<file path="config.mk">
export PLATFORM = sky130hd
export DESIGN_NAME = largest_digit_subsequence
export DESIGN_NICKNAME = d
export VERILOG_FILES = /design/src/hdl/lds_pkg.sv /design/src/hdl/largest_digit_subsequence.sv
export SDC_FILE = /design/constraint.sdc
export NUM_CORES = 1
export LEC_CHECK = 0
export ABC_AREA = 1
export BUFFER_PORTS_ARGS = -buffer_cell sky130_fd_sc_hd__buf_2
export CAP_MARGIN = 20
export CORE_MARGIN = 3
export CORE_UTILIZATION = 50
export DETAILED_ROUTE_END_ITERATION = 8
export HOLD_SLACK_MARGIN = 0.1
export PLACE_DENSITY = 0.71
export SETUP_SLACK_MARGIN = 0.15
export SLEW_MARGIN = 20
export SYNTH_ARGS = -nofsm -noshare
export SYNTH_HDL_FRONTEND = slang
export SYNTH_SLANG_ARGS = --single-unit
</file>
<file path="constraint.sdc">
create_clock -name clk -period 5.3 [get_ports clk]
set_clock_uncertainty 0.05 [all_clocks]
set_input_delay 1.06 -clock clk [delete_from_list [all_inputs] [get_ports clk]]
set_output_delay 1.06 -clock clk [all_outputs]
set_load 0.02 [all_outputs]
</file>
<file path="src/hdl/lds_pkg.sv">
// Types, constants and helpers shared by the largest digit subsequence block
`timescale 1ns / 1ps

package lds_pkg;

  localparam int DIGIT_W        = 4;
  localparam int KEEP_W         = 4;
  localparam int VALUE_W        = 40;
  localparam int TOTAL_W        = 48;
  localparam int LINE_DEPTH_DEF = 128;
  localparam int MAX_KEEP_DEF   = 12;

  localparam logic [KEEP_W-1:0]  KEEP_RESET = 4'd12;
  localparam logic [DIGIT_W-1:0] DIGIT_MAX  = 4'd9;

  typedef struct packed {
    logic [DIGIT_W-1:0] digit;
    logic               last_digit;
  } lds_in_t;

  typedef struct packed {
    logic [VALUE_W-1:0] best_value;
    logic [TOTAL_W-1:0] running_total;
    logic               line_overflow;
  } lds_out_t;

  typedef enum logic [2:0] {
    ST_IDLE,
    ST_POS,
    ST_SCAN,
    ST_DRAIN,
    ST_ACC,
    ST_DONE
  } lds_state_t;

  // bits needed to hold any number of n decimal digits
  function automatic int dec_bits(input int n);
    longint unsigned p;
    p = 1;
    for (int i = 0; i < n; i++) begin
      p = p * 10;
    end
    return $clog2(p);
  endfunction

endpackage

</file>
<file path="src/hdl/largest_digit_subsequence.sv">
// Largest in-order keep_count-digit number from a buffered line of digits
// Throughput: digits not last in a line are taken one per cycle while no selection runs.
// Selection: after the last digit is taken, each kept position goes through POS, SCAN
//   (window read one digit a cycle) and DRAIN, both skipped for an empty window, and ACC;
//   DONE registers the result; the input stalls till then and while an older one is held.
// Reset (rst_n low, synchronous): line empty, total zero, keep_count 12, no result.
`timescale 1ns / 1ps

module largest_digit_subsequence
  import lds_pkg::*;
#(
  parameter int LINE_DEPTH = LINE_DEPTH_DEF,
  parameter int MAX_KEEP   = MAX_KEEP_DEF
) (
  input  logic              clk,
  input  logic              rst_n,
  input  logic              in_valid,
  output logic              in_stall,
  input  lds_in_t           in_data,
  output logic              out_valid,
  input  logic              out_stall,
  output lds_out_t          out_data,
  input  logic              cfg_wr_en,
  input  logic [KEEP_W-1:0] cfg_wr_data
);

  localparam int LEN_W  = $clog2(LINE_DEPTH + 1);
  localparam int ADDR_W = $clog2(LINE_DEPTH);
  localparam int REM_W  = $clog2(MAX_KEEP + 1);
  localparam int CW     = (LEN_W > REM_W) ? LEN_W : REM_W;
  localparam int KC_W   = (KEEP_W > REM_W) ? KEEP_W : REM_W;
  localparam int DEC_W  = dec_bits(MAX_KEEP);
  localparam int ACC_W  = (DEC_W > VALUE_W) ? DEC_W : VALUE_W;
  localparam int SUM_W  = ((ACC_W > TOTAL_W) ? ACC_W : TOTAL_W) + 1;

  lds_state_t state_r, state_nxt;

  logic [KEEP_W-1:0]  keep_r;
  logic [LEN_W-1:0]   len_r, len_nxt;
  logic               ovf_r, ovf_nxt;
  logic [LEN_W-1:0]   start_r, start_nxt;
  logic [LEN_W-1:0]   end_r, end_nxt;
  logic [LEN_W-1:0]   idx_r, idx_nxt;
  logic [LEN_W-1:0]   pend_idx_r, pend_idx_nxt;
  logic               pend_r, pend_nxt;
  logic [LEN_W-1:0]   at_r, at_nxt;
  logic [DIGIT_W-1:0] best_r, best_nxt;
  logic               found_r, found_nxt;
  logic [REM_W-1:0]   rem_r, rem_nxt;
  logic [ACC_W-1:0]   val_r, val_nxt;
  logic [TOTAL_W-1:0] total_r, total_nxt;
  logic               out_valid_r, out_valid_nxt;
  lds_out_t           out_data_r, out_data_nxt;

  logic [DIGIT_W-1:0] digit_mem_r [LINE_DEPTH];
  logic [DIGIT_W-1:0] mem_rd_r;
  logic               mem_we;
  logic [ADDR_W-1:0]  mem_wa;
  logic [DIGIT_W-1:0] mem_wd;
  logic [ADDR_W-1:0]  mem_ra;

  logic               in_acc;
  logic               out_free;
  logic [KC_W-1:0]    kc_ext;
  logic [REM_W-1:0]   keep_eff;
  logic [REM_W-1:0]   rest;
  logic [CW-1:0]      len_cw;
  logic [CW-1:0]      rest_cw;
  logic [CW-1:0]      win_end_cw;
  logic [LEN_W-1:0]   win_end;
  logic               win_ok;
  logic [SUM_W-1:0]   sum;

  assign in_acc   = in_valid && !in_stall;
  assign out_free = !out_valid_r || !out_stall;

  // keep_count of 0 acts as 1, above MAX_KEEP acts as MAX_KEEP
  always_comb begin
    kc_ext = KC_W'(keep_r);
    if (kc_ext == '0) begin
      keep_eff = REM_W'(1);
    end else if (kc_ext > KC_W'(MAX_KEEP)) begin
      keep_eff = REM_W'(MAX_KEEP);
    end else begin
      keep_eff = REM_W'(kc_ext);
    end
  end

  // window for the current position: [start, len - rest)
  assign rest       = rem_r - REM_W'(1);
  assign len_cw     = CW'(len_r);
  assign rest_cw    = CW'(rest);
  assign win_end_cw = len_cw - rest_cw;
  assign win_end    = LEN_W'(win_end_cw);
  assign win_ok     = (len_cw > rest_cw) && (start_r < win_end);

  assign sum = SUM_W'(total_r) + SUM_W'(val_r);

  // line memory: one write port, one registered read port
  always_ff @(posedge clk) begin
    if (mem_we) begin
      digit_mem_r[mem_wa] <= mem_wd;
    end
    mem_rd_r <= digit_mem_r[mem_ra];
  end

  assign mem_we = in_acc && (len_r < LEN_W'(LINE_DEPTH));
  assign mem_wa = len_r[ADDR_W-1:0];
  assign mem_wd = (in_data.digit > DIGIT_MAX) ? DIGIT_MAX : in_data.digit;
  assign mem_ra = idx_r[ADDR_W-1:0];

  // next state
  always_comb begin
    state_nxt = state_r;
    case (state_r)
      ST_IDLE: begin
        if (in_acc && in_data.last_digit) state_nxt = ST_POS;
      end
      ST_POS: begin
        state_nxt = win_ok ? ST_SCAN : ST_ACC;
      end
      ST_SCAN: begin
        if (idx_r + LEN_W'(1) == end_r) state_nxt = ST_DRAIN;
      end
      ST_DRAIN: begin
        state_nxt = ST_ACC;
      end
      ST_ACC: begin
        state_nxt = (rem_r == REM_W'(1)) ? ST_DONE : ST_POS;
      end
      ST_DONE: begin
        if (out_free) state_nxt = ST_IDLE;
      end
      default: state_nxt = ST_IDLE;
    endcase
  end

  // outputs and datapath
  always_comb begin
    len_nxt       = len_r;
    ovf_nxt       = ovf_r;
    start_nxt     = start_r;
    end_nxt       = end_r;
    idx_nxt       = idx_r;
    pend_idx_nxt  = pend_idx_r;
    pend_nxt      = 1'b0;
    at_nxt        = at_r;
    best_nxt      = best_r;
    found_nxt     = found_r;
    rem_nxt       = rem_r;
    val_nxt       = val_r;
    total_nxt     = total_r;
    out_data_nxt  = out_data_r;
    out_valid_nxt = out_valid_r && out_stall;

    // compare the digit read in the previous cycle; first maximum wins
    if (pend_r && (!found_r || mem_rd_r > best_r)) begin
      best_nxt  = mem_rd_r;
      at_nxt    = pend_idx_r;
      found_nxt = 1'b1;
    end

    case (state_r)
      ST_IDLE: begin
        if (in_acc) begin
          if (mem_we) begin
            len_nxt = len_r + LEN_W'(1);
          end else begin
            ovf_nxt = 1'b1;
          end
          if (in_data.last_digit) begin
            start_nxt = '0;
            rem_nxt   = keep_eff;
            val_nxt   = '0;
          end
        end
      end
      ST_POS: begin
        found_nxt = 1'b0;
        best_nxt  = '0;
        idx_nxt   = start_r;
        end_nxt   = win_end;
      end
      ST_SCAN: begin
        pend_nxt     = 1'b1;
        pend_idx_nxt = idx_r;
        idx_nxt      = idx_r + LEN_W'(1);
      end
      ST_DRAIN: begin
      end
      ST_ACC: begin
        // value * 10 + digit by shift and add
        val_nxt = (val_r << 3) + (val_r << 1) + ACC_W'(best_r);
        if (found_r) start_nxt = at_r + LEN_W'(1);
        rem_nxt = rem_r - REM_W'(1);
      end
      ST_DONE: begin
        if (out_free) begin
          if (sum > SUM_W'({TOTAL_W{1'b1}})) begin
            total_nxt = {TOTAL_W{1'b1}};
          end else begin
            total_nxt = sum[TOTAL_W-1:0];
          end
          out_data_nxt.best_value    = val_r[VALUE_W-1:0];
          out_data_nxt.running_total = total_nxt;
          out_data_nxt.line_overflow = ovf_r;
          out_valid_nxt = 1'b1;
          len_nxt       = '0;
          ovf_nxt       = 1'b0;
        end
      end
      default: begin
      end
    endcase
  end

  assign in_stall  = (state_r != ST_IDLE);
  assign out_valid = out_valid_r;
  assign out_data  = out_data_r;

  always_ff @(posedge clk) begin
    if (!rst_n) begin
      state_r     <= ST_IDLE;
      keep_r      <= KEEP_RESET;
      len_r       <= '0;
      ovf_r       <= 1'b0;
      total_r     <= '0;
      out_valid_r <= 1'b0;
      pend_r      <= 1'b0;
    end else begin
      state_r     <= state_nxt;
      if (cfg_wr_en) keep_r <= cfg_wr_data;
      len_r       <= len_nxt;
      ovf_r       <= ovf_nxt;
      total_r     <= total_nxt;
      out_valid_r <= out_valid_nxt;
      pend_r      <= pend_nxt;
    end
  end

  always_ff @(posedge clk) begin
    start_r    <= start_nxt;
    end_r      <= end_nxt;
    idx_r      <= idx_nxt;
    pend_idx_r <= pend_idx_nxt;
    at_r       <= at_nxt;
    best_r     <= best_nxt;
    found_r    <= found_nxt;
    rem_r      <= rem_nxt;
    val_r      <= val_nxt;
    out_data_r <= out_data_nxt;
  end

endmodule

</file>
==> metrics.txt, run 1 <==
RePlAce Congestion=0.9752; Pins Over Slew Limit=0; Total Nets Final=4106; count leader, synth=nand2_1; RSZ-0062 raised after global routing=no; outcome=finished clean; CORE AREA=0.07358 mm^2; clk buf depth=3; Top delay family on crit path=adder cells; VDD IR max=0.2381 mV; Period Utilization, post-route=0.6103; Antenna Nets Post-Route=0; CP Depth=18; CP startpoint kind=register; Post-CTS Setup Repair Bufs=0; DP HPWL=64880 um; largest net degree at the start of global routing=233; Buf/Inv on CP=3; Post-Route WL=98060 um; Skew-Pair Late Insertion Delay=0.65 ns; First-pass DRT Iterations=5; initial antenna violation count=1; first-pass GRT wire length=149600 um; Hold Path Stages=0; min Tclk post-route=3.235 ns; area grow syn2layout=10.95%; port bufs=104; # IOs=105; Starting Density=0.5085; vias in the first global route=26527; Static Leak=0.01650 uW; top cells by area, synth=edfxtp_1 (55%), nand2_1 (8.9%), nor2_1 (5.8%); Via density=5.573; n_diodes=0; Critical Path RT=5.80 ns; number of max-cap violations=0; synth warn=0; CP cell instances=inv_1 > ha_1 > xnor2_1 > ha_1 > a21oi_1 > nand2_1 > nand2_1 > nand2_1 > xor2_1 > inv_1 > ha_1 > a21o_1 > o21bai_1 > nand3_1 > nand2_1 > nand3_1 > nand2_1 > inv_1; CTS resizes=0; post-synthesis cell area=0.03741 mm^2; clock sinks=760; gr ovfl total=0; mean area per synthesized cell=9.645 um^2; die height=279.6 um; TritonCTS Buffers=81; critical path type=reg2reg; Gate Count Post-Synth=3879; biggest area consumer among synthesized cells=edfxtp_1; #FFs+latches synth=760; H-tree depth=3; Total GRT Usage=0.2458; Clock transition at path regs=0.06 ns; sequential-to-total area share from yosys stat=0.5899; Row Count=99; Post-synth EDFFs=685; Max-Slew Margin vs Limit=0.2466; share of the synthesized area in the top cell type=0.5498; Initial DRC Count=2820; dpl cells=4829; Die Wd=279.6 um; Async SR Flop Fraction=0; Power Dens Cells=349.7 mW/mm^2; critical path's slowest cell=edfxtp_1; Final setup viols=0; Arr. time, crit path=3.73 ns; Max stage delay on crit path=0.42 ns; Worst setup EP type=register; min-delay worst type=reg2reg; die area=0.07815 mm^2; Final Hold Fails=0; Hold Buf Count CTS=0; Worst Tran Pin Value=1.130 ns; DR vias=27760; share of layout cells above drive strength 1=0.08553; Root Driver=clkbuf_16; worst-path maximum fanout=5; final setup TNS=0 ns; Post-route DRC=0; Main synth FF type=edfxtp_1; FF-to-FF path depth=18; fmax=309.1 MHz; Post-synth top cells=nand2_1 (885), edfxtp_1 (685), nor2_1 (581), inv_1 (375), o21ai_0 (303); CTS tree=yes; Routed WL per cell=19.69 um; Non-Filler Instances=4981; Unique masters post-synth=55; Net Count, Synth=4031; CP dominant cell by count=nand2_1
==> area by class of cell <==
cell class | instances | area [um^2]
clock buffers | 98 | 2131
clock inverters | 53 | 584.3
fillers | 6385 | 32070
inverters | 385 | 1450
multi-input cells | 2599 | 13300
flip-flops and latches | 760 | 22070
well taps | 959 | 1200
repair buffers | 127 | 778.2
==> registers in the layout (all words and copies together), names as in the netlist, 3 cells and up <==
name and cells:
total_r 48, val_r 40, end_r 8, mem_rd_r 4, at_r 8, best_r 4
kc_ext 4, idx_r 8, len_cw 8, state_r 3, pend_idx_r 8, rem_r 4
out_data 89, digit_mem_r 512, start_r 8
==> per-layer routing <==
| metal | vias to the layer above | global-route usage | wire (um) |
|---|---|---|---|
| li1 | 13306 | - | - |
| met1 | 13146 | 0.3321 | 41350 |
| met2 | 1122 | 0.4080 | 46350 |
| met3 | 186 | 0.03542 | 7247 |
| met4 | 0 | 0.08775 | 3119 |
| met5 | - | 0 | 0 |
==> path summary, 6_finish.rpt <==
check / start / endpoint / slack (ns)
worst min register to register: pend_idx_r[6]$_DFFE_PP_ / at_r[6]$_DFFE_PP_ / 0.37
worst min-delay path: pend_idx_r[6]$_DFFE_PP_ / at_r[6]$_DFFE_PP_ / 0.37
worst max register to register: rem_r[0]$_DFFE_PP_ / state_r[2]$_SDFFE_PN0P_ / 2.07
worst max-delay path: rem_r[0]$_DFFE_PP_ / state_r[2]$_SDFFE_PN0P_ / 2.07
==> cell usage in the layout (no fill, tap or decap), types with 60 or more instances in the layout <==
| master | count |
|---|---|
| nand2_1 | 882 |
| dfxtp_1 | 75 |
| o21ai_0 | 303 |
| inv_1 | 372 |
| a21oi_1 | 186 |
| clkbuf_16 | 81 |
| o22ai_1 | 65 |
| nand3_1 | 154 |
| edfxtp_1 | 685 |
| mux2i_1 | 60 |
| nor2_1 | 579 |
| buf_2 | 103 |
| ha_1 | 134 |
==> per-stage QoR <==
stage	power, uW	setup slack, ns	util	hold WS, ns	area, um^2
floorplan	8295	0.3708	-	0.3503	37410
global placement	8884	1.947	0.5268	0.3520	38760
detailed placement	8909	1.932	0.5268	0.3545	38760
CTS	14570	2.115	0.5637	0.3750	41480
global route	15090	1.819	0.5642	0.3814	41510
finish	14520	2.065	0.5642	0.3712	41510
==> where the power goes <==
group	total, uW	switching (uW)	internal (uW)	leakage (uW)
clock network	5700	2440	3260	0.00133
registers	6820	138	6680	0.00672
logic	2000	1410	594	0.00845
total	14500	3980	10500	0.0165
==> kinds of logic after synthesis <==
kind of cell | Yosys count | synth area share
buffers and inverters | 520 | 0.05578
adders and majority gates | 138 | 0.04695
xor gates and xnor gates | 38 | 0.008895
and+or+nand+nor | 1733 | 0.1913
muxes | 60 | 0.01605
DFF | 760 | 0.5899
AOI/OAI and AO/OA | 630 | 0.09113
Note: power is estimated with default switching activity, not from simulation.
==> run 2: changes to the inputs <==
--- a/config.mk
+++ b/config.mk
@@ -5,14 +5,14 @@
 export SDC_FILE = /design/constraint.sdc
 export NUM_CORES = 1
 export LEC_CHECK = 0
-export ABC_AREA = 1
+export ABC_AREA = 0
 export BUFFER_PORTS_ARGS = -buffer_cell sky130_fd_sc_hd__buf_2
 export CAP_MARGIN = 20
 export CORE_MARGIN = 3
 export CORE_UTILIZATION = 50
 export DETAILED_ROUTE_END_ITERATION = 8
 export HOLD_SLACK_MARGIN = 0.1
-export PLACE_DENSITY = 0.71
+export PLACE_DENSITY = 0.74
 export SETUP_SLACK_MARGIN = 0.15
 export SLEW_MARGIN = 20
 export SYNTH_ARGS = -nofsm -noshare
==> constraint.sdc (replaced) <==
create_clock -name clk -period 2.8 [get_ports clk]
set_clock_uncertainty 0.05 [all_clocks]
set_input_delay 0.56 -clock clk [delete_from_list [all_inputs] [get_ports clk]]
set_output_delay 0.56 -clock clk [all_outputs]
set_load 0.02 [all_outputs]
==> run 2 against run 1 <==
Net effect: maximum frequency down 0.93%; the flow now finishes with violations (negative setup slack); via count down 17%; critical path type unchanged; synthesized cell count down 35%.
==> metrics.txt, run 2 <==
min Tclk post-route=3.265 ns; RSZ-0062 raised after global routing=yes; TritonCTS Buffers=79; count leader, synth=edfxtp_1; final setup TNS=-41.52 ns; Pins Over Slew Limit=0; final core utilization=0.6308; Sw Ratio=0.2308; Row Count=95; Post-route DRC=0; post-synthesis cell area=0.03468 mm^2; Period Utilization, post-route=1.166; share of the synthesized area in the top cell type=0.5931; Starting Density=0.5101; clock sinks=760; First-pass DRT Iterations=5; #FFs+latches synth=760; Worst setup EP type=register; n_diodes=0; Final WS setup=-0.4650 ns; Die Wd=269.4 um; Antenna Nets Post-Route=0; Worst Tran Pin Value=0.8263 ns; max reg flops=512; Via density=5.831; DR vias=23151; largest net degree at the start of global routing=129; area grow syn2layout=23.67%; switching power=5907 uW; Power Dens Cells=596.8 mW/mm^2; Unique masters post-synth=84; Clock power frac=0.409; Post-synth EDFFs=685; worst-path maximum fanout=13; Routed WL per cell=21.43 um; Post-Route WL=85090 um; mean area per synthesized cell=13.69 um^2; Net Count, Synth=2686; Static Leak=0.01565 uW; Arr. time, crit path=3.59 ns; Total GRT Usage=0.2294; Clock transition at path regs=0.06 ns; number of max-cap violations=0; clk buf depth=3; port bufs=104; vias in the first global route=23669; Skew-Pair Late Insertion Delay=0.65 ns; VDD IR max=0.5694 mV; Final Hold Fails=0; H-tree depth=3; sequential-to-total area share from yosys stat=0.6364; DP HPWL=56010 um; top cells by area, synth=edfxtp_1 (59%), ha_1 (4.8%), mux4_2 (4.4%); failing checks=negative setup slack; Main synth FF type=edfxtp_1; Root Driver=clkbuf_16; Total Nets Final=3137; Async SR Flop Fraction=0; Gate Count Post-Synth=2534; Max-Slew Margin vs Limit=0.4479; synth warn=0; Comb power frac=0.100; min-delay worst type=in2reg; fmax=306.3 MHz; first-pass GRT wire length=132200 um; outcome=finished with violations; Initial DRC Count=2111; CP startpoint kind=register; gr ovfl total=0; CORE AREA=0.06799 mm^2; commonest non-fill, non-tap cell in the layout=edfxtp_1; Critical Path RT=3.12 ns; initial antenna violation count=1; Post-synth top cells=edfxtp_1 (685), nor2_1 (282), a21oi_1 (151), ha_1 (134), nand2_1 (109); P_int=19690 uW; R2R setup slack=-0.46 ns; most frequent cells in the layout=edfxtp_1 (685), buf_4 (359), nor2_1 (277), a21oi_1 (133), ha_1 (111); die area=0.07256 mm^2; share of layout cells above drive strength 1=0.2958; Final setup viols=128; Biggest register=digit_mem_r; RePlAce Congestion=0.8883; die height=269.4 um; share of power burned in registers=0.491; # IOs=105; biggest area consumer among synthesized cells=edfxtp_1; CTS tree=yes; critical path type=reg2reg
==> run 2: cells by family (layout without fill, tap and decap cells) <==
| family | after synthesis | after routing | synth area share |
|---|---|---|---|
| AO/OA/AOI/OAI | 506 | 506 | 0.09492 |
| XOR/XNOR | 104 | 104 | 0.02626 |
| adder cells (fa/ha/maj) | 138 | 138 | 0.05065 |
| buffers and inverters | 175 | 690 | 0.02085 |
| flip-flops | 760 | 760 | 0.6364 |
| multiplexers | 205 | 205 | 0.08489 |
| AND/OR/NAND/NOR | 646 | 646 | 0.08604 |
==> run 2: power by group through the flow <==
stage               registers [uW]  logic, uW  clock network [uW]
floorplan                    12800       1400                   0
global placement             12800       2270                   0
detailed placement           12800       2330                   0
CTS                          12600       2450               10600
global route                 12600       2770               11100
finish                       12600       2560               10500
==> run 2: layer usage <==
layer  vias up  part of all wire  global-route usage
li1      10616                 -                   -
met3       157             0.067             0.03761
met5         -                 0                   0
met2       869              0.49              0.3926
met1     11509              0.41              0.3028
met4         0             0.030             0.06923
==> run 2: layout make-up <==
class | instances | area, um^2
flip-flops and latches | 760 | 22070
clock inverters | 43 | 505.5
fillers | 4934 | 25100
repair buffers | 500 | 3914
clock buffers | 102 | 2115
well taps | 921 | 1152
inverters | 45 | 171.4
multi-input cells | 1599 | 12960
==> run 2: path summary, 6_finish.rpt <==
check                               start                      to  cells after the start
hold reg to reg   pend_idx_r[2]$_DFFE_PP_       at_r[2]$_DFFE_PP_                      0
setup / recovery   val_r[0]$_SDFFCE_PN0P_  out_data[22]$_DFFE_PP_                     13
hold / removal             cfg_wr_data[3]  kc_ext[3]$_SDFFE_PN1P_                      3
setup reg to reg   val_r[0]$_SDFFCE_PN0P_  out_data[22]$_DFFE_PP_                     13
==> run 2: repair_timing <==
| item | CTS | global route |
|---|---|---|
| gates cloned | 2 | 3 |
| pin swaps | 46 | 28 |
| hold endpoints to repair | 1 | 0 |
| hold buffers | 1 | 0 |
| buffers inserted | 28 | 11 |
| gates resized for setup | 59 | 62 |
| setup endpoints to repair | 130 | 285 |
==> run 2: stage by stage <==
step	instances	hold WS (ns)	instance area (um^2)	setup slack, ns	total power [uW]
CTS	3956	0.1049	42460	-0.4384	25650
global route	3970	0.1158	42890	-0.5721	26440
global placement	3780	0.3515	39220	-0.6816	15070
detailed placement	3780	0.3636	39220	-0.6952	15140
finish	3970	0.1364	42890	-0.4650	25600
floorplan	2534	0.3503	35240	-0.3704	14190
==> run 2: worst max-delay path, cell delays in order, from the launching register on <==
cell	delay [ns]
edfxtp_1	0.45
buf_4	0.18
ha_2	0.18
inv_2	0.06
fa_2	0.23
nor2b_4	0.05
o31a_4	0.29
o21ai_4	0.19
o31ai_4	0.09
a41o_4	0.25
a311oi_4	0.29
nor2_4	0.16
bufbuf_16	0.31
or2_1	0.22
